$ cat config.mk
export PLATFORM = sky130hd
export DESIGN_NAME = lir_merge
export DESIGN_NICKNAME = d
export VERILOG_FILES = /design/src/rtl/linear_interp_resampler_pcm16_unit_defines.svh /design/src/rtl/lir_pkg.sv /design/src/rtl/lir_merge.sv
export SDC_FILE = /design/constraint.sdc
export NUM_CORES = 1
export LEC_CHECK = 0
export ABC_AREA = 1
export BUFFER_PORTS_ARGS = -buffer_cell sky130_fd_sc_hd__buf_4
export CAP_MARGIN = 30
export CORE_ASPECT_RATIO = 0.8
export CORE_MARGIN = 3
export CORE_UTILIZATION = 39
export DETAILED_ROUTE_END_ITERATION = 6
export HOLD_SLACK_MARGIN = 0.08
export PLACE_DENSITY = 0.74
export SETUP_SLACK_MARGIN = 0.4
export SLEW_MARGIN = 0
export SYNTH_ARGS = -nofsm -noshare
export SYNTH_HDL_FRONTEND = slang
export SYNTH_SLANG_ARGS = --single-unit
export TNS_END_PERCENT = 100
$ cat constraint.sdc
create_clock -name clk -period 1.59 [get_ports clk]
set_input_delay 0.318 -clock clk [delete_from_list [all_inputs] [get_ports clk]]
set_output_delay 0.318 -clock clk [all_outputs]
set_load 0.02 [all_outputs]
$ cat src/rtl/linear_interp_resampler_pcm16_unit_defines.svh
// ----------------------------------------------------------------------------
// Assertion macros for the resampler unit
// Shared check forms used at the end of the top level.
// ----------------------------------------------------------------------------
`ifndef LINEAR_INTERP_RESAMPLER_PCM16_UNIT_DEFINES_SVH
`define LINEAR_INTERP_RESAMPLER_PCM16_UNIT_DEFINES_SVH

// implication checked on every rising clock edge outside reset
`define LIR_ASSERT_IMP(label, clk, rst_n, a, b) \
	label: assert property (@(posedge clk) disable iff (!rst_n) (a) |-> (b)) \
		else $error("check failed");

// next-cycle implication
`define LIR_ASSERT_NEXT(label, clk, rst_n, a, b) \
	label: assert property (@(posedge clk) disable iff (!rst_n) (a) |=> (b)) \
		else $error("check failed");

`endif

$ cat src/rtl/lir_pkg.sv
// ----------------------------------------------------------------------------
// lir_pkg
// Types, constants and sample helpers for the resampler.
// ----------------------------------------------------------------------------
package lir_pkg;

	localparam logic [1:0] FMT_INT16 = 2'd0;
	localparam logic [1:0] FMT_INT24 = 2'd1;
	localparam logic [1:0] FMT_INT32 = 2'd2;
	localparam logic [1:0] FMT_FLT32 = 2'd3;

	localparam logic [1:0] REG_FORMAT = 2'd0;
	localparam logic [1:0] REG_STEREO = 2'd1;
	localparam logic [1:0] REG_STEP   = 2'd2;
	localparam logic [1:0] REG_RATIO  = 2'd3;

	localparam int RES_LIMIT = 64;

	typedef enum logic [1:0] {
		ST_IDLE,
		ST_MID,
		ST_TAIL,
		ST_CLOSE
	} lir_state_t;

	// lane request: one interpolation point
	typedef struct packed {
		logic               vld;
		logic signed [31:0] a;
		logic signed [31:0] b;
		logic [15:0]        frac;
		logic               last;
	} lir_lane_req_t;

	// decode raw sample bits to Q4.28
	function automatic logic signed [31:0] decode_sample(input logic [1:0] fmt,
		input logic [31:0] raw);
		logic [7:0]  e;
		logic [23:0] m;
		logic [31:0] mag;
		logic signed [31:0] r;
		begin
			e   = raw[30:23];
			m   = {1'b1, raw[22:0]};
			mag = '0;
			r   = '0;
			unique case (fmt)
				FMT_INT16: r = {{3{raw[15]}}, raw[15:0], 13'd0};
				FMT_INT24: r = {{3{raw[23]}}, raw[23:0], 5'd0};
				FMT_INT32: r = {{3{raw[31]}}, raw[31:3]};
				FMT_FLT32: begin
					if (e == 8'hFF && raw[22:0] != '0) r = '0;
					else if (e == 8'd0) r = '0;
					else if (e >= 8'd130) r = raw[31] ? 32'sh8000_0000 : 32'sh7FFF_FFFF;
					else begin
						if (e >= 8'd122) mag = {8'd0, m} << (e - 8'd122);
						else if ((8'd122 - e) >= 8'd24) mag = '0;
						else mag = {8'd0, m} >> (8'd122 - e);
						r = raw[31] ? -$signed(mag) : $signed(mag);
					end
				end
				default: r = '0;
			endcase
			decode_sample = r;
		end
	endfunction

	// clamp to +-1, scale by 32767, round ties to even
	function automatic logic [15:0] to_pcm(input logic signed [32:0] x);
		logic signed [32:0] c;
		logic signed [48:0] y;
		logic signed [20:0] q;
		logic [27:0] r;
		begin
			c = x;
			if (c > 33'sd268435456) c = 33'sd268435456;
			if (c < -33'sd268435456) c = -33'sd268435456;
			y = c * 49'sd32767;
			q = y[48:28];
			r = y[27:0];
			if (r > 28'h800_0000 || (r == 28'h800_0000 && q[0])) q = q + 21'sd1;
			to_pcm = q[15:0];
		end
	endfunction

endpackage

$ cat src/rtl/lir_merge.sv
// ----------------------------------------------------------------------------
// lir_merge
// Joins both lanes into one output item in a single output register.
// ----------------------------------------------------------------------------
module lir_merge
	import lir_pkg::*;
(
	input  logic        clk,
	input  logic        arst_n,
	input  logic        l_vld,
	input  logic        l_last,
	input  logic [15:0] l_pcm,
	input  logic [15:0] r_pcm,
	input  logic        stall,
	output logic        adv,
	output logic        valid,
	output logic [15:0] left_pcm,
	output logic [15:0] right_pcm,
	output logic        packet_end
);

	// pipe moves when the output register is free or being taken
	assign adv = !valid || !stall;

	always_ff @(posedge clk or negedge arst_n) begin
		if (!arst_n) begin
			valid <= 1'b0;
		end else if (adv) begin
			valid <= l_vld;
		end
	end

	always_ff @(posedge clk) begin
		if (adv) begin
			left_pcm   <= l_pcm;
			right_pcm  <= r_pcm;
			packet_end <= l_last;
		end
	end

endmodule

==> metrics.cfg <==
[run_status]
status=complete, no violations

[worst_setup_path]
crit_start=valid
crit_fanout=2
endpoint=adv
worstPathArrival_ns=0.92
timing.rr.end=right_pcm[8]
crit_type=reg2out
cp-start-kind=flop
ff2ff_path_depth=3
worstReg2RegStart=valid
rrSetupSlack_ns=0.45
end_kind=primary output
critPathRequiredTime_ns=1.27

[sta]
fin_crit_sh_pct=78.1
slew_violations=0
rsz0062_at_grt=true
tns_ns=0
slew_headroom_pct=90.7
period_needed_ns=1.24
setup_viol=0
max_freq_mhz=805
skew_ns=0.00570
final_hold_viol_count=0
worst_pin_slew_ns=0.139

[cells_and_area]
drive_gt1_share_pct=69.2
antennaDiodeCount=0
syn2layout_area_growth_pct=80.7
postLayoutCoreUtil_pct=75.2
fin_nets=156
fin_area_sq_mm=0.00187

[die]
die-area_sq_mm=0.00330
die_x_um=63.5
fp.dieH_um=52.0
rows=16
start_util_pct=41.6
io_pins=72
core_area_sq_mm=0.00248

[global_routing]
grt-ovfl-total=0
antenna_found_initial=0
track_usage_pct=12.7
grt_pass1_wl_um=2870
first_global_vias=641
grt_max_degree=30

[power]
power.leakage_nw=0.807
p_total_mw=1.88
max-vdd-ir-drop_mv=0.715
p_per_area_mw_per_mm2=1010

[clocking]
clk_latency_ns=0.31
clockBufferDepth=2
cts.sinks=34
cts_buffers=5
cts_tree=yes
path_clk_slew_ns=0.10
cts_root_buf=clkbuf_4
htree_num_levels=2

[route]
drc_errors=0
routed-via-count=650
vias_per_cell=4.17
drtPass1Iterations=3
wl_um=2030
first_iter_violations=10
wire_per_inst_um=13.0
drtAntennaViolNets=0

[synthesis]
synth_common_cells=33 x edfxtp_1, 2 x nand2_2, 1 x dfrtp_1, 1 x inv_1
synthesis.area_sq_mm=0.00103
synth_ff_type=edfxtp_1
syn_inst=37
synth_area_leaders=edfxtp_1 96%, dfrtp_1 2.4%, nand2_2 1.2%
synthesis.nets=74
synth_area_leader_cell=edfxtp_1
synth_edf_count=33
async_flop_share_pct=2.94
synth.top_cell.area_share_pct=96.0
ys_seq_area_share_pct=98.4
synth_cell_type_count=4
syn_avg_cell_area_sq_um=27.9
ys_warn_count=0
synth_most_common_cell=edfxtp_1
synth_seq_cells=34

[run]
maxCapViolCount=0

[hold_path]
hold_class=in2reg

[placed_design]
placement.cell_area_sq_mm=0.00164
routabilityCongestion=0.619
numPortBuffers=71

registers in the layout (all words and copies together), names as in the netlist:
register    flops
valid           1
left_pcm       16
packet_end      1
right_pcm      16
final cells by class:
cell class	count	area, sq um
repair buffers	75	723
well taps	36	45.0
flip-flops and latches	34	1020
inverters	1	3.75
clock inverters	1	5.00
fillers	165	617
clock buffers	7	55.1
multi-input cells	2	17.5
worst max-delay path: stages, from the launching register on:
cell	delay [ns]
dfrtp_1	0.43
nand2_4	0.08
buf_6	0.11
cells in the final DEF (no fill, tap or decap), drive strengths merged:
cell	synthesis	routed
dfrtp	1	1
buf	0	73
clkbuf	0	8
nand2	2	2
edfxtp	33	33
inv	1	1
dlygate4sd3	0	1
clkinv	0	1
where the power goes:
group          switching [mW]  internal (mW)
Sequential             0.0283           1.06
Combinational           0.141          0.185
Clock                   0.254          0.214
Total                   0.423           1.46
timing repair:
action,CTS,global route
buffers inserted,1,0
endpoints found under the setup margin,18,43
cloned,0,1
gates resized for setup,17,17
hold buffers,1,0
hold endpoints to repair,1,0
pin swaps,1,0
cells by family after synthesis:
group                  synth area share (%)
flip-flops                             98.4
AND/OR/NAND/NOR                        1.21
buffers and inverters                 0.363
how the worst min path moves through the flow:
stage	from	to	depth (start not counted)	slack [ns]
after floorplan	arst_n	valid	0	0.02
after global placement	arst_n	valid	1	0.09
after detailed placement	arst_n	valid	1	0.1
after CTS	r_pcm[7]	right_pcm[7]	1	0.16
after global routing	r_pcm[14]	right_pcm[14]	1	0.13
final	r_pcm[2]	right_pcm[2]	1	0.17
metal layers:
layer	wire, um	GRT usage [%]	vias up
li1	-	-	307
met1	601	11.4	293
met2	1060	20.3	46
met3	337	9.29	4
met4	31	8.60	0
met5	0	0	-
metrics by stage:
stage | hold slack, ns | setup WS (ns) | std cells
after floorplan | 0.0224 | 0.424 | 37
after global placement | 0.0942 | 0.540 | 145
after detailed placement | 0.0970 | 0.529 | 145
after CTS | 0.155 | 0.327 | 155
after global routing | 0.133 | 0.291 | 156
final | 0.170 | 0.348 | 156
Power figures use the tool's default switching activity.
