<file path="src/rtl/linear_interp_resampler_pcm16_unit_defines.svh">
// ----------------------------------------------------------------------------
// Assertion macros for the resampler unit
// Shared check forms used at the end of the top level.
// ----------------------------------------------------------------------------
`ifndef LINEAR_INTERP_RESAMPLER_PCM16_UNIT_DEFINES_SVH
`define LINEAR_INTERP_RESAMPLER_PCM16_UNIT_DEFINES_SVH

// implication checked on every rising clock edge outside reset
`define LIR_ASSERT_IMP(label, clk, rst_n, a, b) \
	label: assert property (@(posedge clk) disable iff (!rst_n) (a) |-> (b)) \
		else $error("check failed");

// next-cycle implication
`define LIR_ASSERT_NEXT(label, clk, rst_n, a, b) \
	label: assert property (@(posedge clk) disable iff (!rst_n) (a) |=> (b)) \
		else $error("check failed");

`endif

</file>
<file path="src/rtl/lir_pkg.sv">
// ----------------------------------------------------------------------------
// lir_pkg
// Types, constants and sample helpers for the resampler.
// ----------------------------------------------------------------------------
package lir_pkg;

	localparam logic [1:0] FMT_INT16 = 2'd0;
	localparam logic [1:0] FMT_INT24 = 2'd1;
	localparam logic [1:0] FMT_INT32 = 2'd2;
	localparam logic [1:0] FMT_FLT32 = 2'd3;

	localparam logic [1:0] REG_FORMAT = 2'd0;
	localparam logic [1:0] REG_STEREO = 2'd1;
	localparam logic [1:0] REG_STEP   = 2'd2;
	localparam logic [1:0] REG_RATIO  = 2'd3;

	localparam int RES_LIMIT = 64;

	typedef enum logic [1:0] {
		ST_IDLE,
		ST_MID,
		ST_TAIL,
		ST_CLOSE
	} lir_state_t;

	// lane request: one interpolation point
	typedef struct packed {
		logic               vld;
		logic signed [31:0] a;
		logic signed [31:0] b;
		logic [15:0]        frac;
		logic               last;
	} lir_lane_req_t;

	// decode raw sample bits to Q4.28
	function automatic logic signed [31:0] decode_sample(input logic [1:0] fmt,
		input logic [31:0] raw);
		logic [7:0]  e;
		logic [23:0] m;
		logic [31:0] mag;
		logic signed [31:0] r;
		begin
			e   = raw[30:23];
			m   = {1'b1, raw[22:0]};
			mag = '0;
			r   = '0;
			unique case (fmt)
				FMT_INT16: r = {{3{raw[15]}}, raw[15:0], 13'd0};
				FMT_INT24: r = {{3{raw[23]}}, raw[23:0], 5'd0};
				FMT_INT32: r = {{3{raw[31]}}, raw[31:3]};
				FMT_FLT32: begin
					if (e == 8'hFF && raw[22:0] != '0) r = '0;
					else if (e == 8'd0) r = '0;
					else if (e >= 8'd130) r = raw[31] ? 32'sh8000_0000 : 32'sh7FFF_FFFF;
					else begin
						if (e >= 8'd122) mag = {8'd0, m} << (e - 8'd122);
						else if ((8'd122 - e) >= 8'd24) mag = '0;
						else mag = {8'd0, m} >> (8'd122 - e);
						r = raw[31] ? -$signed(mag) : $signed(mag);
					end
				end
				default: r = '0;
			endcase
			decode_sample = r;
		end
	endfunction

	// clamp to +-1, scale by 32767, round ties to even
	function automatic logic [15:0] to_pcm(input logic signed [32:0] x);
		logic signed [32:0] c;
		logic signed [48:0] y;
		logic signed [20:0] q;
		logic [27:0] r;
		begin
			c = x;
			if (c > 33'sd268435456) c = 33'sd268435456;
			if (c < -33'sd268435456) c = -33'sd268435456;
			y = c * 49'sd32767;
			q = y[48:28];
			r = y[27:0];
			if (r > 28'h800_0000 || (r == 28'h800_0000 && q[0])) q = q + 21'sd1;
			to_pcm = q[15:0];
		end
	endfunction

endpackage

</file>
<file path="src/rtl/lir_lane.sv">
// ----------------------------------------------------------------------------
// lir_lane
// One channel lane: interpolation multiply, then PCM conversion.
// ----------------------------------------------------------------------------
module lir_lane
	import lir_pkg::*;
(
	input  logic          clk,
	input  logic          arst_n,
	input  logic          adv,
	input  lir_lane_req_t req,
	output logic          vld_s2,
	output logic          last_s2,
	output logic [15:0]   pcm_s2
);

	logic signed [32:0] a_s1;
	logic signed [49:0] prod_s1;
	logic               vld_s1;
	logic               last_s1;
	logic signed [32:0] y;

	// stage 1: fraction times difference
	always_ff @(posedge clk or negedge arst_n) begin
		if (!arst_n) begin
			vld_s1 <= 1'b0;
		end else if (adv) begin
			vld_s1 <= req.vld;
		end
	end

	always_ff @(posedge clk) begin
		if (adv) begin
			a_s1    <= 33'(req.a);
			prod_s1 <= $signed({1'b0, req.frac}) * (33'(req.b) - 33'(req.a));
			last_s1 <= req.last;
		end
	end

	// floor shift, add base
	assign y = a_s1 + 33'(prod_s1 >>> 16);

	// stage 2: convert
	always_ff @(posedge clk or negedge arst_n) begin
		if (!arst_n) begin
			vld_s2 <= 1'b0;
		end else if (adv) begin
			vld_s2 <= vld_s1;
		end
	end

	always_ff @(posedge clk) begin
		if (adv) begin
			pcm_s2  <= to_pcm(y);
			last_s2 <= last_s1;
		end
	end

endmodule

</file>
<file path="config.mk">
export PLATFORM = sky130hd
export DESIGN_NAME = lir_lane
export DESIGN_NICKNAME = d
export VERILOG_FILES = /design/src/rtl/linear_interp_resampler_pcm16_unit_defines.svh /design/src/rtl/lir_pkg.sv /design/src/rtl/lir_lane.sv
export SDC_FILE = /design/constraint.sdc
export NUM_CORES = 2
export LEC_CHECK = 0
export BUFFER_PORTS_ARGS = -buffer_cell sky130_fd_sc_hd__clkbuf_2
export CAP_MARGIN = 20
export CORE_AREA = 2 2 247 249
export CTS_BUF_LIST = sky130_fd_sc_hd__clkbuf_16
export DETAILED_ROUTE_END_ITERATION = 6
export DIE_AREA = 0 0 249 251
export GPL_TIMING_DRIVEN = 0
export PLACE_DENSITY_LB_ADDON = 0.25
export SKIP_CTS_REPAIR_TIMING = 1
export SLEW_MARGIN = 10
export SYNTH_ARGS = -nofsm -noshare
export SYNTH_HDL_FRONTEND = slang
export SYNTH_SLANG_ARGS = --single-unit
</file>
<file path="constraint.sdc">
create_clock -name clk -period 12.32 [get_ports clk]
set_input_delay 2.464 -clock clk [delete_from_list [all_inputs] [get_ports clk]]
set_output_delay 2.464 -clock clk [all_outputs]
set_load 0.02 [all_outputs]
</file>
==> impl_metrics.toml <==
[min_path]
min_from = "last_s1"
worstHoldPathCells = 0
min_to = "last_s2"
hold_class = "reg2reg"

[yosys]
synthArstFlopShare_pct = 2.35
synth.most_common_cell = "inv_1"
ys_ff_latch = 85
syn-cell-area_mm2 = 0.0355
synth_seq_area_share_pct = 7.17
ys.flop_type = "edfxtp_1"
syn-mean-instance-area_um2 = 9.12
synth_nets = 5033
yosysUniqueCellTypes = 81
synth_common_cells = "inv_1 (934), fa_1 (780), nand2_1 (435), ha_1 (279), and2_1 (230)"
synth_cells = 3889
yosys-top-cells-area = "fa_1 (44%), inv_1 (9.9%), ha_1 (9.8%)"
synth-edff-count = 83
yosys.area.top_type = "fa_1"
synth_top_cell_area_share_pct = 44.0
yosysWarnings = 0

[placed_design]
dp_slack_ns = -2.70
dp_hpwl_mm = 82.3
io_buffers = 101
gp_congestion = 0.993

[worst_setup_path]
r2r_cells = 51
critPathTopFamily = "adder cells"
worstSetupPathType = "reg2reg"
crit_path_start_kind = "flip-flop"
slowest_stage = "or4_4"
cp-end-kind = "flip-flop"
r2r-end = "pcm_s2[12]"
critPathMaxFanout = 8
critPathBufInv = 8
r2r_slack_ns = -0.19
r2r_start = "prod_s1[16]"
arrival_ns = 12.66
required_ns = 12.47
cp_slowest_stage_delay_ns = 0.58

[floorplan]
rows = 90
die_w_um = 249
io_pins = 103
initial_core_util_pct = 59.3
die_h_um = 251
dieArea_mm2 = 0.0625
core_area_mm2 = 0.0598

[drt]
drc_errors = 0
first_pass_iters = 7
vias = 27100
drt_wl_total_mm = 97.2
avgRoutedWirePerCell_um = 20.1
antenna_left = 0
drt_first_iter_violations = 1727
viasPerCell = 5.61

[finish]
drive_above_1_share_pct = 10.5
multi_input_area_mm2 = 0.0301
register_area_mm2 = 0.00254
nets = 5191
fill_cells = 4974
antenna_cells = 0
syn_to_final_growth_pct = 10.1

[sta]
fin_crit_sh_pct = 102
final.setup.worst_slack_ns = -0.189
final_max_slew_viol_count = 0
fmaxAchievable_mhz = 79.9
setup-violations-final = 5
worstMarginPinSlew_ns = 1.25
final-hold-violation-count = 0
fin_worst_skew_ns = 0.0238
layout_min_cycle_time_ns = 12.51
rsz0062_at_grt = "true"
slew_headroom_pct = 16.6

[job]
drv_cap = 0

[global_routing]
antenna_found_initial = 1
grt_use_total_pct = 31.5
grt_pass1_wl_mm = 151
grt_pass1_vias = 28800
grt_max_degree = 58
globalRoute.totalOverflow = 0

[clocking]
cts_buffers = 9
clk-insertion-delay-late_ns = 0.39
clockRootBuffer = "clkbuf_16"
cts.sinks = 85
h-tree-depth = 3
cts_tree = "built"
cts.clk_slew.worst_paths_ns = 0.09
max-clock-path-buffers = 2

[outcome]
status = "finished, violations left"
failed_checks = "negative setup slack"
per-layer routing:
layer | wire [um] | part of all wire (%) | GRT usage, % | up-vias
li1 | - | - | - | 12300
met1 | 38500 | 40 | 39.8 | 13600
met2 | 47300 | 49 | 54.5 | 984
met3 | 6260 | 6.4 | 3.49 | 242
met4 | 5160 | 5.3 | 14.7 | 0
met5 | 0 | 0 | 0 | -
cells in the final DEF (no fill, tap or decap), types with 9 or more instances in the layout:
master | Yosys | layout
and2_1 | 230 | 226
a211o_1 | 10 | 10
nor2b_1 | 26 | 26
xor2_1 | 45 | 42
xnor2_1 | 128 | 108
a21oi_2 | 1 | 16
clkbuf_2 | 0 | 107
ha_2 | 0 | 10
nand3_1 | 58 | 52
a31oi_1 | 20 | 17
o21ai_0 | 89 | 79
ha_1 | 279 | 247
or2_2 | 15 | 15
a21o_1 | 62 | 61
buf_4 | 2 | 60
inv_1 | 934 | 926
a31o_2 | 11 | 11
o211ai_1 | 12 | 12
clkbuf_1 | 117 | 90
and3_1 | 20 | 17
o21bai_1 | 20 | 18
fa_1 | 780 | 764
fa_2 | 0 | 16
nor3_1 | 34 | 27
a21oi_1 | 133 | 113
nor4_1 | 16 | 9
o31ai_1 | 9 | 9
clkbuf_16 | 0 | 9
ha_4 | 0 | 22
edfxtp_1 | 83 | 83
nand2_1 | 435 | 426
nand4_1 | 17 | 17
nor2_1 | 107 | 97
nand2b_1 | 26 | 26
o21a_1 | 20 | 20
xnor2_2 | 1 | 19
a211oi_1 | 15 | 11
sequential cells by signal, indices dropped and copies added, names as in the netlist:
name	count
vld_s1	1
prod_s1	33
a_s1	32
pcm_s2	16
vld_s2	1
last_s2	1
last_s1	1
how the worst max path moves through the flow:
stage	end	cells past startpoint	slack (ns)	startpoint
final	pcm_s2[12]	51	-0.19	prod_s1[16]
after global routing	pcm_s2[12]	51	-0.51	prod_s1[16]
after CTS	pcm_s2[14]	47	-2.72	a_s1[0]
after detailed placement	pcm_s2[14]	47	-2.70	a_s1[0]
after global placement	pcm_s2[14]	46	-2.68	prod_s1[20]
after floorplan	pcm_s2[14]	47	0.28	a_s1[0]
final cells by class:
cell class                      instances  share of cell area, %
Multi-Input combinational cell       2739                   77.1
Inverter                              934                   9.00
Sequential cell                        85                   6.52
Timing Repair Buffer                  166                   2.61
Tap cell                              782                   2.51
Buffer                                112                   1.49
Clock buffer                            9                  0.577
Clock inverter                          7                  0.192
metrics by stage:
step	hold slack [ns]	setup TNS [ns]	cells	util (%)	instance area [um2]
floorplan	0.400	0	3889	-	35500
global placement	0.402	-37.24	4772	61.8	36900
detailed placement	0.408	-39.16	4774	61.8	37000
CTS	0.414	-37.43	4790	62.3	37300
global route	0.457	-3.45	4834	65.3	39000
finish	0.417	-0.770	4834	65.3	39000
cell families after synthesis:
| kind of cell | share of synthesized area [%] |
|---|---|
| and+or+nand+nor | 14.1 |
| xor gates and xnor gates | 4.32 |
| AOI/OAI and AO/OA | 8.48 |
| DFF | 7.17 |
| muxes | 0.385 |
| buffers and inverters | 11.4 |
| adders and majority gates | 54.1 |
Power is not shown: default switching activity piles up to over one toggle a cycle in this logic, so the estimate is an artifact.
